--- src/rtl/core/fpic_pkg.sv ---
// Shared types and constants for the frame pacing interval controller.
package fpic_pkg;

  localparam int TIME_W = 24;
  localparam int FPS_W = 10;
  localparam int OP_W = 2;
  localparam int BUSY_W = 3;
  localparam int DIV_W = 10;
  localparam int SCALE_W = 20;

  localparam logic [OP_W-1:0] OP_FRAME = 2'd0;
  localparam logic [OP_W-1:0] OP_TICK = 2'd1;
  localparam logic [OP_W-1:0] OP_RELOAD = 2'd2;

  localparam logic [FPS_W-1:0] RESET_FPS = 10'd15;
  localparam logic [TIME_W-1:0] RESET_PERIOD = 24'd66000;
  localparam logic [DIV_W-1:0] FPS_SCALE = 10'd1000;
  localparam logic [BUSY_W-1:0] MAX_BUSY = 3'd3;

  typedef struct packed {
    logic [OP_W-1:0] op;
    logic [TIME_W-1:0] frame_time_us;
  } fpic_in_t;

  typedef struct packed {
    logic [TIME_W-1:0] interval_us;
    logic [TIME_W-1:0] average_us;
    logic fire;
    logic [BUSY_W-1:0] pending_count;
  } fpic_out_t;

endpackage

--- src/rtl/core/frame_pacing_interval_controller.sv ---
// Frame pacer top level: duration window, fps divider and sequencer.
// A frame done transaction passes through the read, average and done states; a tick or an unused op
// goes straight to done; a reload runs the 10-step restoring divide of 1000 by the fps setting, then scale and fill.
// One transaction is worked on at a time; input stall is high until the result is registered,
// which also waits while an earlier result is still stalled at the output.
// Synchronous reset sets the state of a reload at 15 fps; the window is marked empty at once
// and empty entries read as the ideal period, so no clearing pass is needed.
module frame_pacing_interval_controller #(
  parameter int WINDOW_DEPTH = 16
) (
  input  logic                          clk,
  input  logic                          rst,
  input  logic                          cfg_wr_en,
  input  logic [fpic_pkg::FPS_W-1:0]    cfg_wr_data,
  input  logic                          in_valid,
  output logic                          in_stall,
  input  fpic_pkg::fpic_in_t            in_data,
  output logic                          out_valid,
  input  logic                          out_stall,
  output fpic_pkg::fpic_out_t           out_data
);
  import fpic_pkg::*;

  function automatic int low_zeros(input int value);
    int count;
    int rest;
    count = 0;
    rest = value;
    while ((rest & 1) == 0) begin
      rest = rest >> 1;
      count++;
    end
    return count;
  endfunction

  function automatic longint unsigned reciprocal(input int k, input int d);
    longint unsigned scaled;
    scaled = 64'd1 << k;
    return (scaled + 64'(d) - 64'd1) / 64'(d);
  endfunction

  localparam int IDX_W = $clog2(WINDOW_DEPTH);
  localparam int SUM_W = TIME_W + IDX_W;
  localparam int CNT_W = $clog2(DIV_W);
  localparam int AVG_SHIFT = low_zeros(WINDOW_DEPTH);
  localparam int AVG_ODD = WINDOW_DEPTH >> AVG_SHIFT;
  localparam int ODD_W = $clog2(AVG_ODD);
  localparam int X_W = SUM_W - AVG_SHIFT;
  localparam int RECIP_K = X_W + ODD_W;
  localparam int RECIP_W = X_W + 1;
  localparam int PROD_W = X_W + RECIP_W;
  localparam logic [RECIP_W-1:0] AVG_RECIP = RECIP_W'(reciprocal(RECIP_K, AVG_ODD));

  typedef enum logic [2:0] {
    S_IDLE,
    S_READ,
    S_FPS_DIV,
    S_SCALE,
    S_FILL,
    S_AVG,
    S_DONE
  } state_t;

  state_t state;
  logic [FPS_W-1:0] required_fps;
  logic [OP_W-1:0] op;
  logic [TIME_W-1:0] frame_time;
  logic [TIME_W-1:0] window_mem [WINDOW_DEPTH];
  logic [TIME_W-1:0] rd_data;
  logic [WINDOW_DEPTH-1:0] filled;
  logic [IDX_W-1:0] head;
  logic [SUM_W-1:0] window_sum;
  logic [TIME_W-1:0] average_time;
  logic [TIME_W-1:0] ideal_period;
  logic [BUSY_W-1:0] pending;
  logic [DIV_W-1:0] div_rem;
  logic [DIV_W-1:0] divisor;
  logic [DIV_W-1:0] div_quo;
  logic [CNT_W-1:0] div_cnt;

  logic [DIV_W:0] trial;
  logic trial_ge;
  logic [DIV_W-1:0] div_rem_next;
  logic [TIME_W-1:0] old_entry;
  logic [SUM_W-1:0] sum_next;
  logic [PROD_W-1:0] avg_prod;
  logic out_free;
  logic tick_fires;

  assign in_stall = (state != S_IDLE);
  assign out_free = !out_valid || !out_stall;

  assign trial = {div_rem, div_quo[DIV_W-1]};
  assign trial_ge = (trial >= {1'b0, divisor});
  assign div_rem_next = trial_ge ? DIV_W'(trial - {1'b0, divisor}) : trial[DIV_W-1:0];
  assign old_entry = filled[head] ? rd_data : ideal_period;
  assign sum_next = window_sum - SUM_W'(old_entry) + SUM_W'(frame_time);
  assign avg_prod = PROD_W'(window_sum[SUM_W-1:AVG_SHIFT]) * PROD_W'(AVG_RECIP);
  assign tick_fires = (pending <= MAX_BUSY);

  always_ff @(posedge clk) begin
    rd_data <= window_mem[head];
    if (state == S_READ) begin
      window_mem[head] <= frame_time;
    end
  end

  always_ff @(posedge clk) begin
    if (rst) begin
      state <= S_IDLE;
      required_fps <= RESET_FPS;
      filled <= '0;
      head <= '0;
      window_sum <= SUM_W'(RESET_PERIOD) * SUM_W'(WINDOW_DEPTH);
      average_time <= RESET_PERIOD;
      ideal_period <= RESET_PERIOD;
      pending <= '0;
      out_valid <= 1'b0;
    end else begin
      if (cfg_wr_en) begin
        required_fps <= cfg_wr_data;
      end
      if (state == S_DONE && out_free) begin
        out_valid <= 1'b1;
      end else if (!out_stall) begin
        out_valid <= 1'b0;
      end
      case (state)
        S_IDLE: begin
          if (in_valid) begin
            op <= in_data.op;
            frame_time <= in_data.frame_time_us;
            if (in_data.op == OP_FRAME) begin
              state <= S_READ;
            end else if (in_data.op == OP_RELOAD) begin
              div_rem <= '0;
              div_quo <= FPS_SCALE;
              divisor <= (required_fps == '0) ? DIV_W'(1) : DIV_W'(required_fps);
              div_cnt <= CNT_W'(DIV_W - 1);
              state <= S_FPS_DIV;
            end else begin
              state <= S_DONE;
            end
          end
        end
        S_READ: begin
          window_sum <= sum_next;
          filled[head] <= 1'b1;
          head <= (head == IDX_W'(WINDOW_DEPTH - 1)) ? '0 : head + 1'b1;
          if (pending != '0) begin
            pending <= pending - 1'b1;
          end
          state <= S_AVG;
        end
        S_AVG: begin
          average_time <= avg_prod[RECIP_K +: TIME_W];
          state <= S_DONE;
        end
        S_FPS_DIV: begin
          div_rem <= div_rem_next;
          div_quo <= {div_quo[DIV_W-2:0], trial_ge};
          div_cnt <= div_cnt - 1'b1;
          if (div_cnt == '0) begin
            state <= S_SCALE;
          end
        end
        S_SCALE: begin
          ideal_period <= TIME_W'(SCALE_W'(div_quo) * SCALE_W'(FPS_SCALE));
          filled <= '0;
          state <= S_FILL;
        end
        S_FILL: begin
          window_sum <= SUM_W'(ideal_period) * SUM_W'(WINDOW_DEPTH);
          average_time <= ideal_period;
          state <= S_DONE;
        end
        S_DONE: begin
          if (out_free) begin
            out_data.average_us <= average_time;
            if (op == OP_TICK) begin
              out_data.interval_us <= (average_time > ideal_period) ?
                                      (average_time >> 1) : ideal_period;
              out_data.fire <= tick_fires;
              out_data.pending_count <= tick_fires ? pending + 1'b1 : pending;
              if (tick_fires) begin
                pending <= pending + 1'b1;
              end
            end else begin
              out_data.interval_us <= '0;
              out_data.fire <= 1'b0;
              out_data.pending_count <= pending;
            end
            state <= S_IDLE;
          end
        end
        default: begin
          state <= S_IDLE;
        end
      endcase
    end
  end

endmodule
--- config.mk ---
export PLATFORM = sky130hd
export DESIGN_NAME = frame_pacing_interval_controller
export DESIGN_NICKNAME = d
export VERILOG_FILES = /design/src/rtl/core/fpic_pkg.sv /design/src/rtl/core/frame_pacing_interval_controller.sv
export SDC_FILE = /design/constraint.sdc
export NUM_CORES = 1
export LEC_CHECK = 0
export BUFFER_PORTS_ARGS = -buffer_cell sky130_fd_sc_hd__buf_2
export CORE_MARGIN = 2
export CORE_UTILIZATION = 55
export DETAILED_ROUTE_END_ITERATION = 12
export PLACE_DENSITY = 0.77
export SLEW_MARGIN = 5
export SYNTH_ARGS = -nofsm -noshare
export SYNTH_HDL_FRONTEND = slang
export SYNTH_SLANG_ARGS = --single-unit
--- constraint.sdc ---
create_clock -name clk -period 5.2 [get_ports clk]
set_input_delay 0.52 -clock clk [delete_from_list [all_inputs] [get_ports clk]]
set_output_delay 0.52 -clock clk [all_outputs]
set_load 0.01 [all_outputs]
# == Yosys cells after proc, flatten, opt, wreduce, memory -nomap -nowiden ==
# Memories as Yosys holds them, arrays and structs flattened. A register that Yosys moved wholly into a read port is not among the register bits.
# Cells that the tools add are included.
# totals
regBits,217
ramBits,384
in_bits,41
out_inout_bits,54
elab_cells,117
mem_count,1
# classes
n_addsub,7
mul,1
magnitude_cmp,5
n_eq_ne,17
n_mux,39
bitwise,3
reduce_logical,24
# mem_list
name,depth,word_bits,read_ports,rd_clocked_by_memory_dff,write_ports,line,rtl
window_mem,16,24,1,1,1,frame_pacing_interval_controller.sv:68,logic [TIME_W-1:0] window_mem [WINDOW_DEPTH];
# ops
cell,n
10-bit two-way mux,7
28-bit case mux with 2 select lines,1
24-bit case mux with 2 select lines,1
10-bit case mux with 2 select lines,2
16-bit case mux with 2 select lines,1
3-bit two-way mux,10
28-bit by 24-bit adder with 28-bit output,1
28-bit by 24-bit subtractor with 28-bit output,1
24-bit by 20-bit greater-than comparator with 1-bit output,1
24-bit two-way mux,1
20-bit two-way mux,1
3-bit case mux with 6 select lines,1
"10-bit by 7-bit multiplier with 17-bit output, second input constant",1
4-bit two-way mux,4
16-bit bitwise OR,1
11-bit by 10-bit >= comparator with 1-bit output,1
10-bit logical NOT,1
"2-bit inequality test, second input constant",5
5-bit AND reduction,2
2-bit nonzero test,5
10-bit subtractor,1
"3-bit equality test, second input constant",3
3-bit AND reduction,3
4-bit case mux with 2 select lines,1
other kinds (28),40

# == Logic depth before layout (Yosys ltp) ==
# Gate-level depths: netlist of the first run.
# logic_depth
word_depth,6
depth_mapped,19
mapped_depth_nobuf,16

# == Worst setup path before layout of the first run ==
# OpenSTA, ideal clock, no wires.
# synth_path
path_kind,register to register
start,register head[0]
end,register window_sum[26]
setup_ns,0.122
arrival_ns,4.838
t_required_ns,5.078
slack_ns,0.240
path_stages_with_launch,18
path_buffers,4
synth_period_minus_slack_ns,4.960
path_cell_list,dfxtp_1 -> clkbuf_1 -> clkbuf_1 -> mux4_2 -> mux4_2 -> clkbuf_1 -> a21oi_1 -> fa_1 -> ha_1 -> buf_6 -> a21o_1 -> a21oi_2 -> or3b_1 -> a211o_1 -> a311o_1 -> a31oi_1 -> nor4_1 -> a311o_1
# synth_via
elab_chain_cells,6
# synth_lines
item,line,rtl
"start, declared",frame_pacing_interval_controller.sv:71,logic [IDX_W-1:0] head;
"start signal, assigned",frame_pacing_interval_controller.sv:149,head <= (head == IDX_W'(WINDOW_DEPTH - 1)) ? '0 : head + 1'b1;
1-bit binary-select mux with 4-bit select,frame_pacing_interval_controller.sv:96,assign old_entry = filled[head] ? rd_data : ideal_period;
1-bit two-way mux (not written as such),frame_pacing_interval_controller.sv:96,
24-bit two-way mux,frame_pacing_interval_controller.sv:96,
28-bit by 24-bit subtractor with 28-bit output,frame_pacing_interval_controller.sv:97,assign sum_next = window_sum - SUM_W'(old_entry) + SUM_W'(frame_time);
28-bit by 24-bit adder with 28-bit output,frame_pacing_interval_controller.sv:97,
28-bit case mux with 2 select lines,frame_pacing_interval_controller.sv:128,case (state)
"end signal, assigned",frame_pacing_interval_controller.sv:114,window_sum <= SUM_W'(RESET_PERIOD) * SUM_W'(WINDOW_DEPTH);
"end signal, assigned",frame_pacing_interval_controller.sv:147,window_sum <= sum_next;
"end signal, assigned",frame_pacing_interval_controller.sv:173,window_sum <= SUM_W'(ideal_period) * SUM_W'(WINDOW_DEPTH);
"end, declared",frame_pacing_interval_controller.sv:72,logic [SUM_W-1:0] window_sum;
# Every way passes these cells. The select of a mux whose other input is x is not followed.
# A chain may end at the register's enable or synchronous reset.

# == Worst setup path after layout of the first run ==
# layout_path
start,register head[0]
end,register window_sum[27]
# Same word-level chain as after synthesis.

==> impl_metrics.env, run 1 <==
export IMPL_clockRootBuffer="clkbuf_16"
export IMPL_reg2reg_setup_slack_ns=0.33
export IMPL_synthCells=1885
export IMPL_io_pins=95
export IMPL_rsz0062_at_grt="false"
export IMPL_hold_viol_final=0
export IMPL_drc=0
export IMPL_period_share_pct=93.70
export IMPL_r2r_start="head[0]"
export IMPL_cts_sinks=625
export IMPL_skew_ns=0.04282
export IMPL_drtPass1Iterations=5
export IMPL_ys_ff_latch=625
export IMPL_postCtsHoldBufs=0
export IMPL_gr_total_overflow=0
export IMPL_netlist_top_cell_by_area="edfxtp_1"
export IMPL_hpwlAfterDp_um=40150
export IMPL_vias=16500
export IMPL_synth_edff_count=495
export IMPL_netlist_area_mm2=0.02802
export IMPL_p_leak_nw=11.10
export IMPL_ys_top_cells_by_area="edfxtp_1 53%, mux4_2 10%, dfxtp_1 9.3%, ha_1 4.7%, fa_1 3.9%"
export IMPL_antenna_cells=0
export IMPL_drtAntennaViolNets=0
export IMPL_fmaxAchievable_mhz=205.2
export IMPL_crit_path_start_kind="register"
export IMPL_wl_um=64700
export IMPL_antenna_found_initial=0
export IMPL_dieArea_mm2=0.05277
export IMPL_crit_fanout=17
export IMPL_synth_seq_area_share_pct=62.34
export IMPL_hold_path_class="input port to register"
export IMPL_finalSetupViolCount=0
export IMPL_status="finished, final reports clean"
export IMPL_gp_congestion=0.9651
export IMPL_path_clk_slew_ns=0.06
export IMPL_synth_warnings=0
export IMPL_crit_required_ns=5.67
export IMPL_reg2regPathDepth=15
export IMPL_initial_core_util_pct=55.73
export IMPL_synth_area_per_cell_um2=14.86
export IMPL_post_cts_buffers=0
export IMPL_slew_limit_headroom_pct=18.32
export IMPL_globalRouteTotalUtil_pct=24.87
export IMPL_async_reset_ff_share_pct=0
export IMPL_yosysMostFrequentCell="edfxtp_1"
export IMPL_clk_path_buf_depth=3
export IMPL_period_minus_slack_ns=4.873
export IMPL_fill_cells=3579
export IMPL_cts_max_level=2
export IMPL_worstHoldPathCells=1
export IMPL_min_delay_start="in_data[21]"
export IMPL_wl_per_cell_um=23.90
export IMPL_tightest_slew_ns=1.220
export IMPL_tns_ns=0
export IMPL_portBuffers=93
export IMPL_grt_pass1_vias=16540
export IMPL_final_util_pct=62.38
export IMPL_grt_pass1_wl_um=99620
export IMPL_grt_max_degree=72
export IMPL_fin_nets=2183
export IMPL_cts_tree="done"
export IMPL_synth_flop_cell="edfxtp_1"
export IMPL_drt_iter0_drc=1587
export IMPL_drv_cap=0
export IMPL_die_w_um=229.7
export IMPL_cts_inserted_buffers=61
export IMPL_insertion_delay_ns=0.66
export IMPL_syn_to_final_growth_pct=11.93
export IMPL_ir_drop_mv=0.2977
export IMPL_min_to="frame_time[21]"
export IMPL_power_density_mw_per_mm2=420.9
export IMPL_fp_dieH_um=229.7
export IMPL_viasPerCell=6.096
export IMPL_drive_gt1_share_pct=18.87
export IMPL_synth_distinct_cells=63
export IMPL_critPathCaptureType="register"
export IMPL_rr_endpoint="window_sum[27]"
export IMPL_finalMaxSlewViolations=0
export IMPL_synth_top_area_share_pct=53.05
export IMPL_syn_nets=2086
export IMPL_arrival_ns=5.34
export IMPL_synth_top_cells_by_count="495 x edfxtp_1, 130 x dfxtp_1, 125 x mux4_2"
export IMPL_rows=82
export IMPL_core_area_mm2=0.05027
export IMPL_critical_path_class="register to register"
-- stage by stage --
step | std cells | total power, mW | worst slack [ns] | hold WS [ns] | instance area, µm²
finish | 2707 | 13.20 | 0.3274 | 0.03528 | 31360
global route | 2707 | 13.80 | 0.006034 | 0.02164 | 31360
CTS | 2706 | 13.24 | 0.2878 | 0.009925 | 31340
detailed placement | 2590 | 8.869 | 0.3223 | 0.4435 | 29340
global placement | 2590 | 8.820 | 0.4571 | 0.4425 | 29340
floorplan | 1885 | 8.156 | 0.2397 | 0.4304 | 28020
-- layout by cell type (no fill, tap or decap), drive strengths merged, types with 4 or more instances in the layout --
cell type	instances
or3	5
mux2i	52
o21a	21
a211oi	19
nor4	7
o21ai	43
o22ai	5
nand3	22
and3	9
mux4	126
o21bai	7
nor2b	13
a221oi	6
dfxtp	130
nand2b	8
ha	106
o31ai	4
fa	54
clkbuf	76
buf	133
xnor2	31
nand4	13
a21o	25
edfxtp	495
bufinv	5
inv	125
o31a	5
nand2	105
nor3	31
a31oi	10
and2	18
nor2	116
a22oi	18
o211ai	12
xor2	12
a21oi	99
clkinv	31
-- worst max-delay path, stage by stage (launching register included) --
cell and delay [ns]:
dfxtp_4 0.41, mux4_2 0.56, mux4_2 0.65, buf_4 0.25
a21oi_1 0.19, fa_1 0.44, ha_1 0.46, nand2_1 0.15
nor3_1 0.28, a22oi_1 0.14, a2111oi_1 0.42, buf_4 0.19
o2111ai_1 0.12, nand4_1 0.16, mux2i_1 0.21, a21oi_1 0.09
-- timing repair --
item / 4_1_cts / 5_1_grt
endpoints found under the setup margin: 0 / 1
resized for setup: 0 / 1
endpoints found under the hold margin: 0 / 0
-- logic make-up (layout without fill, tap and decap cells) --
logic type                 Yosys count  after routing  synth area share [%]
DFF                                625            625                 62.34
and+or+nand+nor                    359            359                 5.886
AOI/OAI and AO/OA                  297            297                 6.810
buffers and inverters              223            372                 3.112
muxes                              177            178                 11.90
adders and majority gates          160            160                 8.592
xor gates and xnor gates            43             43                 1.344
other                                1              1               0.01338
-- report_power, final --
group | internal, mW | total, mW | switching, mW
clock network | 2.44 | 4.37 | 1.93
registers | 5.58 | 5.78 | 0.203
logic | 1.30 | 3.05 | 1.75
total | 9.32 | 13.2 | 3.88
-- cell type report --
type,instances,area (µm²),area share [%]
Sequential cell,625,17480,55.72
Multi-Input combinational cell,1038,9796,31.23
Clock buffer,76,1593,5.079
Tap cell,672,840.8,2.681
Timing Repair Buffer,133,790.8,2.521
Inverter,123,461.7,1.472
Clock inverter,40,404.1,1.289
-- flip-flops by register name, indices dropped and copies added (netlist names), 10 cells and up --
register,cells
div_quo,10
rd_data,24
div_rem,10
frame_time,24
window_mem,384
filled,16
average_time,24
out_data,51
divisor,10
required_fps,10
ideal_period,17
window_sum,28
-- worst max-delay path by stage --
stage	startpoint	end	slack, ns	cells past startpoint
floorplan	head[0]	window_sum[26]	0.24	17
detailed placement	head[0]	window_sum[27]	0.32	15
finish	head[0]	window_sum[27]	0.33	15
global route	head[0]	window_sum[27]	0.006	15
global placement	head[0]	window_sum[27]	0.46	15
CTS	head[0]	window_sum[27]	0.29	15
-- per-layer routing --
metal | wire, µm | part of all wire, % | vias up | track usage (%)
met3 | 4899 | 7.6 | 140 | 3.286
met1 | 26000 | 40 | 8308 | 34.57
met4 | 1757 | 2.7 | 0 | 7.339
met5 | 0 | 0 | - | 0
li1 | - | - | 7313 | -
met2 | 32050 | 50 | 741 | 41.49
Power figures use the tool's default switching activity.
==> inputs of run 2 (changes only) <==
Clock period 5.2 ns to 4.2 ns, I/O delays scaled along.
==> run 2 against run 1 <==
Compared with the run above: worst hold slack got worse by 0.0094 ns; first-iteration DRC count fell by 1.1%; critical endpoint is now window_sum[26]; the flow now finishes with violations (setup timing); via count rose by 1.9%; core utilization rose by 3.3 points; flip-flop and latch count did not move; combinational power rose by 66%; worst setup slack got worse by 0.73 ns; clock power rose by 29%; non-clock buffer count rose by 147; die area did not move; maximum frequency rose by 5.9%; sequential power rose by 24%.
==> impl_metrics.env, run 2 (synthesized netlist as in run 1, its figures left out) <==
export IMPL_clockRootBuffer="clkbuf_16"
export IMPL_hpwlAfterDp_um=42940
export IMPL_crit_required_ns=4.67
export IMPL_final_util_pct=65.72
export IMPL_failed_checks="setup timing"
export IMPL_die_w_um=229.7
export IMPL_fp_dieH_um=229.7
export IMPL_critPathCaptureType="register"
export IMPL_antenna_found_initial=0
export IMPL_fin_worst_hold_slack_ns=0.02585
export IMPL_grt_pass1_vias=17200
export IMPL_drive_gt1_share_pct=26.12
export IMPL_min_to="op[1]"
export IMPL_drv_cap=0
export IMPL_ir_drop_mv=0.5324
export IMPL_hold_path_class="input port to register"
export IMPL_worst_slack_ns=-0.4004
export IMPL_drtPass1Iterations=5
export IMPL_cts_inserted_buffers=60
export IMPL_cts_sinks=625
export IMPL_path_clk_slew_ns=0.07
export IMPL_rows=82
export IMPL_dpl_instance_area_mm2=0.03020
export IMPL_reg_top3="window_mem x384, out_data x51, window_sum x28"
export IMPL_cts_max_level=2
export IMPL_rsz0062_at_grt="true"
export IMPL_reg2regPathDepth=15
export IMPL_antenna_cells=0
export IMPL_drt_iter0_drc=1569
export IMPL_drc=0
export IMPL_design_area_mm2=0.03304
export IMPL_total_power_mw=17.83
export IMPL_tightest_slew_ns=1.218
export IMPL_rr_endpoint="window_sum[26]"
export IMPL_tns_ns=-4.200
export IMPL_largest_reg_flops=384
export IMPL_period_minus_slack_ns=4.600
export IMPL_drtAntennaViolNets=0
export IMPL_hold_viol_final=0
export IMPL_viasPerCell=5.902
export IMPL_vias=16820
export IMPL_crit_fanout=20
export IMPL_fmaxAchievable_mhz=217.4
export IMPL_cts_tree="done"
export IMPL_crit_path_start_kind="register"
export IMPL_min_delay_start="in_data[25]"
export IMPL_globalRouteTotalUtil_pct=25.52
export IMPL_gr_total_overflow=0
export IMPL_dieArea_mm2=0.05277
export IMPL_clk_path_buf_depth=3
export IMPL_p_leak_nw=11.86
export IMPL_grt_pass1_wl_um=101800
export IMPL_finalSetupViolCount=19
export IMPL_gp_congestion=0.9057
export IMPL_initial_core_util_pct=55.73
export IMPL_fin_nets=2328
export IMPL_syn_to_final_growth_pct=17.91
export IMPL_largest_register="window_mem"
export IMPL_mostFrequentLayoutCells="495 x edfxtp_1, 152 x buf_4, 126 x dfxtp_1, 125 x mux4_2, 118 x inv_1"
export IMPL_finalMaxSlewViolations=0
export IMPL_slew_limit_headroom_pct=18.45
export IMPL_status="complete, but fails checks"
export IMPL_io_pins=95
export IMPL_period_share_pct=109.5
export IMPL_cp_startpoint="head[0]"
export IMPL_worstHoldPathCells=1
export IMPL_portBuffers=93
export IMPL_skew_ns=0.05927
export IMPL_critical_path_class="register to register"
export IMPL_reg2reg_setup_slack_ns=-0.40
export IMPL_wl_um=66390
export IMPL_r2r_start="head[0]"
export IMPL_power_density_mw_per_mm2=539.8
export IMPL_insertion_delay_ns=0.64
export IMPL_wl_per_cell_um=23.29
export IMPL_mostFrequentLayoutCell="edfxtp_1"
export IMPL_arrival_ns=5.08
export IMPL_grt_max_degree=74
export IMPL_core_area_mm2=0.05027
run 2: cell types whose count changed in the layout (fill, tap and decap cells not counted), moves of 6 or more:
cell / before / now
a21oi_1: 98 / 83
a21oi_2: 1 / 15
buf_4: 38 / 152
clkinv_2: 19 / 9
clkinvlp_4: 2 / 8
dlygate4sd3_1: 0 / 28
ha_1: 106 / 96
ha_4: 0 / 8
xnor2_1: 31 / 24
xnor2_2: 0 / 6
run 2: power by group:
group	switching [mW]	internal, mW	total (mW)
Combinational	2.61	2.45	5.06
Sequential	0.238	6.90	7.14
Clock	2.36	3.27	5.64
run 2: metal layers:
layer  share of wire, %  wire length (µm)  global-route usage (%)
met5                  0                 0                       0
met4                2.2              1491                   6.714
met3                7.3              4878                   4.129
met2                 48             32050                   41.37
met1                 42             27970                   36.43
run 2: cell type report:
| type | count | area, µm² |
|---|---|---|
| flip-flops and latches | 625 | 17480 |
| fillers | 3482 | 17240 |
| multi-input cells | 1037 | 10170 |
| repair buffers | 280 | 2001 |
| clock buffers | 75 | 1599 |
| well taps | 672 | 840.8 |
| clock inverters | 38 | 483.0 |
| inverters | 123 | 467.9 |
run 2: critical path: stages, from the launching register on:
cell and delay [ns]:
dfxtp_4 0.41, mux4_2 0.52, mux4_2 0.51, buf_12 0.17, nor2_4 0.10, a21oi_2 0.04
fa_1 0.55, ha_4 0.21, a21o_1 0.17, a21oi_2 0.15, or3b_1 0.37, a211o_1 0.29
a311o_1 0.31, a31oi_1 0.23, nor4_1 0.09, a311o_1 0.30
run 2: worst max-delay path by stage:
stage                     depth (start not counted)  slack, ns             end
after floorplan                                  18      -0.49  window_sum[26]
after global placement                           15      -0.39  window_sum[26]
after detailed placement                         15      -0.48  window_sum[26]
after CTS                                        16      -0.43  window_sum[22]
after global routing                             16      -0.53  window_sum[22]
final                                            15      -0.40  window_sum[26]
run 2: repair_timing:
item | 4_1_cts | 5_1_grt
hold buffers | 28 | 0
setup buffers | 6 | 11
setup endpoints to repair | 24 | 30
hold endpoints to repair | 28 | 0
gates resized for setup | 23 | 47
pin swaps | 18 | 34
run 2: through the flow:
step                std cells  setup WS (ns)
finish                   2850        -0.4004
global route             2850        -0.5279
CTS                      2840        -0.4341
detailed placement       2693        -0.4769
global placement         2693        -0.3945
floorplan                1885        -0.4878
==> inputs of run 3 (changes only) <==
Settings changed: HOLD_SLACK_MARGIN from default to 0.02, PLACE_DENSITY 0.77 to 0.74, TNS_END_PERCENT from default to 50.
Clock period 4.2 ns to 4.4 ns, I/O delays scaled along.
==> run 3 against run 2 <==
Compared with the run above: critical path type unchanged; critical endpoint unchanged; core utilization down 0.30 points; the flow still finishes with violations (setup timing); maximum frequency decreased by 1.3%; cell count down 0.42%; clock power decreased by 2%; design area is 0.46% lower; combinational power fell by 14%; clock skew shrank 0.023 ns; sequential share of layout area up 0.24 points; worst setup slack better by 0.14 ns.
==> impl_metrics.env, run 3 (synthesized netlist as in run 1, its figures left out) <==
export IMPL_die_w_um=229.7
export IMPL_gp_congestion=0.8861
export IMPL_drt_iter0_drc=1647
export IMPL_largest_register="window_mem"
export IMPL_antenna_found_initial=0
export IMPL_slew_limit_headroom_pct=22.20
export IMPL_drc=0
export IMPL_ir_drop_mv=0.3881
export IMPL_status="complete, but fails checks"
export IMPL_power_density_mw_per_mm2=507.9
export IMPL_period_share_pct=105.9
export IMPL_r2r_start="head[0]"
export IMPL_p_clk_share_pct=33.2
export IMPL_rr_endpoint="window_sum[26]"
export IMPL_finalMaxSlewViolations=0
export IMPL_crit_path_start_kind="register"
export IMPL_dp_slack_ns=-0.3509
export IMPL_largest_reg_flops=384
export IMPL_core_area_mm2=0.05027
export IMPL_fin_nets=2314
export IMPL_hold_path_class="input port to register"
export IMPL_wl_um=65070
export IMPL_dieArea_mm2=0.05277
export IMPL_comb_power_share_pct=26.0
export IMPL_max_stage_delay_ns=0.63
export IMPL_vias=16730
export IMPL_io_pins=95
export IMPL_tns_ns=-1.586
export IMPL_cts_inserted_buffers=61
export IMPL_failed_checks="setup timing"
export IMPL_clockRootBuffer="clkbuf_16"
export IMPL_initial_core_util_pct=55.73
export IMPL_crit_chain="mux4_2 > mux4_2 > a21oi_2 > fa_1 > ha_1 > a21o_1 > a21oi_2 > or3b_4 > a211o_1 > a311o_1 > a31oi_1 > nor4_1 > a311o_1"
export IMPL_cts_sinks=625
export IMPL_tightest_slew_ns=1.162
export IMPL_fp_dieH_um=229.7
export IMPL_worstHoldPathCells=3
export IMPL_drv_cap=0
export IMPL_clk_path_buf_depth=3
export IMPL_mostFrequentLayoutCells="495 x edfxtp_1, 130 x buf_4, 126 x dfxtp_1, 125 x mux4_2, 116 x inv_1"
export IMPL_rows=82
export IMPL_rsz0062_at_grt="true"
export IMPL_hold_viol_final=0
export IMPL_power_switching_mw=4.793
export IMPL_mostFrequentLayoutCell="edfxtp_1"
export IMPL_reg_top3="window_mem x384, out_data x51, window_sum x28"
export IMPL_syn_to_final_growth_pct=17.37
export IMPL_portBuffers=93
export IMPL_post_place_cells=2669
export IMPL_viasPerCell=5.896
export IMPL_grt_pass1_wl_um=100200
export IMPL_globalRouteTotalUtil_pct=25.02
export IMPL_stdcell_count=2838
export IMPL_hpwlAfterDp_um=42680
export IMPL_cts_max_level=2
export IMPL_grt_pass1_vias=17030
export IMPL_drtAntennaViolNets=0
export IMPL_reg2reg_setup_slack_ns=-0.26
export IMPL_drtPass1Iterations=5
export IMPL_fill_cells=3517
export IMPL_p_int_mw=11.91
export IMPL_min_to="required_fps[9]"
export IMPL_reg2regPathDepth=13
export IMPL_critPathCaptureType="register"
export IMPL_gr_total_overflow=0
export IMPL_crit_fanout=7
export IMPL_p_sw_share_pct=28.69
export IMPL_p_leak_nw=11.80
export IMPL_critPathSlowestCell="mux4_2"
export IMPL_wl_per_cell_um=22.93
export IMPL_critical_path_class="register to register"
export IMPL_grt_max_degree=62
export IMPL_antenna_cells=0
export IMPL_pwr_share_seq_pct=40.8
export IMPL_finalSetupViolCount=13
export IMPL_cts_tree="done"
export IMPL_path_buf_inv=0
export IMPL_min_delay_start="cfg_wr_data[9]"
export IMPL_crit_required_ns=4.93
export IMPL_path_clk_slew_ns=0.07
export IMPL_drive_gt1_share_pct=24.42
export IMPL_fmaxAchievable_mhz=214.6
export IMPL_skew_ns=0.03613
export IMPL_insertion_delay_ns=0.67
export IMPL_arrival_ns=5.19
export IMPL_path_delay_family="compound AO/OA/AOI/OAI gates"
export IMPL_period_minus_slack_ns=4.660
export IMPL_worst_slack_ns=-0.2599
==> run 3: timing repair <==
item	in CTS	in global routing
setup endpoints to repair	19	26
hold buffers	34	0
resized for setup	17	32
endpoints found under the hold margin	34	0
cloned	1	0
pin swaps	15	22
buffers inserted	6	12
==> run 3: worst max path at each step <==
| stage | start | to | slack (ns) | cells past startpoint |
|---|---|---|---|---|
| 6_report | head[0] | window_sum[26] | -0.26 | 13 |
| 5_1_grt | head[0] | window_sum[27] | -0.41 | 16 |
| 4_1_cts | head[0] | window_sum[26] | -0.24 | 13 |
| 3_5_place_dp | head[0] | window_sum[26] | -0.35 | 14 |
| 3_3_place_gp | head[0] | window_sum[26] | -0.25 | 14 |
| 2_1_floorplan | head[0] | window_sum[26] | -0.29 | 18 |
==> run 3: worst register-to-register path: cells and delay by family, from the launching register on <==
family / cells / cell delay, ns
compound gates: 7 / 1.67
mux: 2 / 1.21
fa+ha+maj: 2 / 0.75
simple gates: 2 / 0.48
flops: 1 / 0.40
==> run 3: power groups by stage <==
stage / Clock, mW / Sequential, mW / Combinational, mW
2_1_floorplan: 0 / 6.85 / 2.82
3_3_place_gp: 0 / 6.93 / 3.87
3_5_place_dp: 0 / 6.94 / 3.91
4_1_cts: 5.63 / 6.82 / 4.10
5_1_grt: 5.83 / 6.84 / 4.78
6_report: 5.55 / 6.82 / 4.34
==> run 3: routing by layer <==
metal / wire, µm / global-route usage, % / vias to the layer above
met5: 0 / 0 / -
met4: 2277 / 9.052 / 0
met3: 4133 / 3.857 / 114
met2: 31410 / 41.27 / 605
met1: 27250 / 34.13 / 8446
li1: - / - / 7569
==> run 3: cell type report <==
| class | instances | area, µm² | area share [%] |
|---|---|---|---|
| Sequential cell | 625 | 17480 | 53.14 |
| Multi-Input combinational cell | 1038 | 10030 | 30.50 |
| Timing Repair Buffer | 264 | 1904 | 5.791 |
| Clock buffer | 78 | 1660 | 5.049 |
| Tap cell | 672 | 840.8 | 2.557 |
| Clock inverter | 38 | 506.7 | 1.541 |
| Inverter | 123 | 467.9 | 1.423 |
==> run 3: per-stage QoR <==
stage / cell area [µm²] / hold slack, ns / total power, mW / util, %
floorplan: 28090 / 0.4304 / 9.665 / -
global placement: 30000 / 0.4412 / 10.80 / 59.67
detailed placement: 30000 / 0.4475 / 10.85 / 59.67
CTS: 32660 / 0.02233 / 16.54 / 64.96
global route: 32890 / 0.05250 / 17.45 / 65.42
finish: 32890 / 0.03988 / 16.70 / 65.42
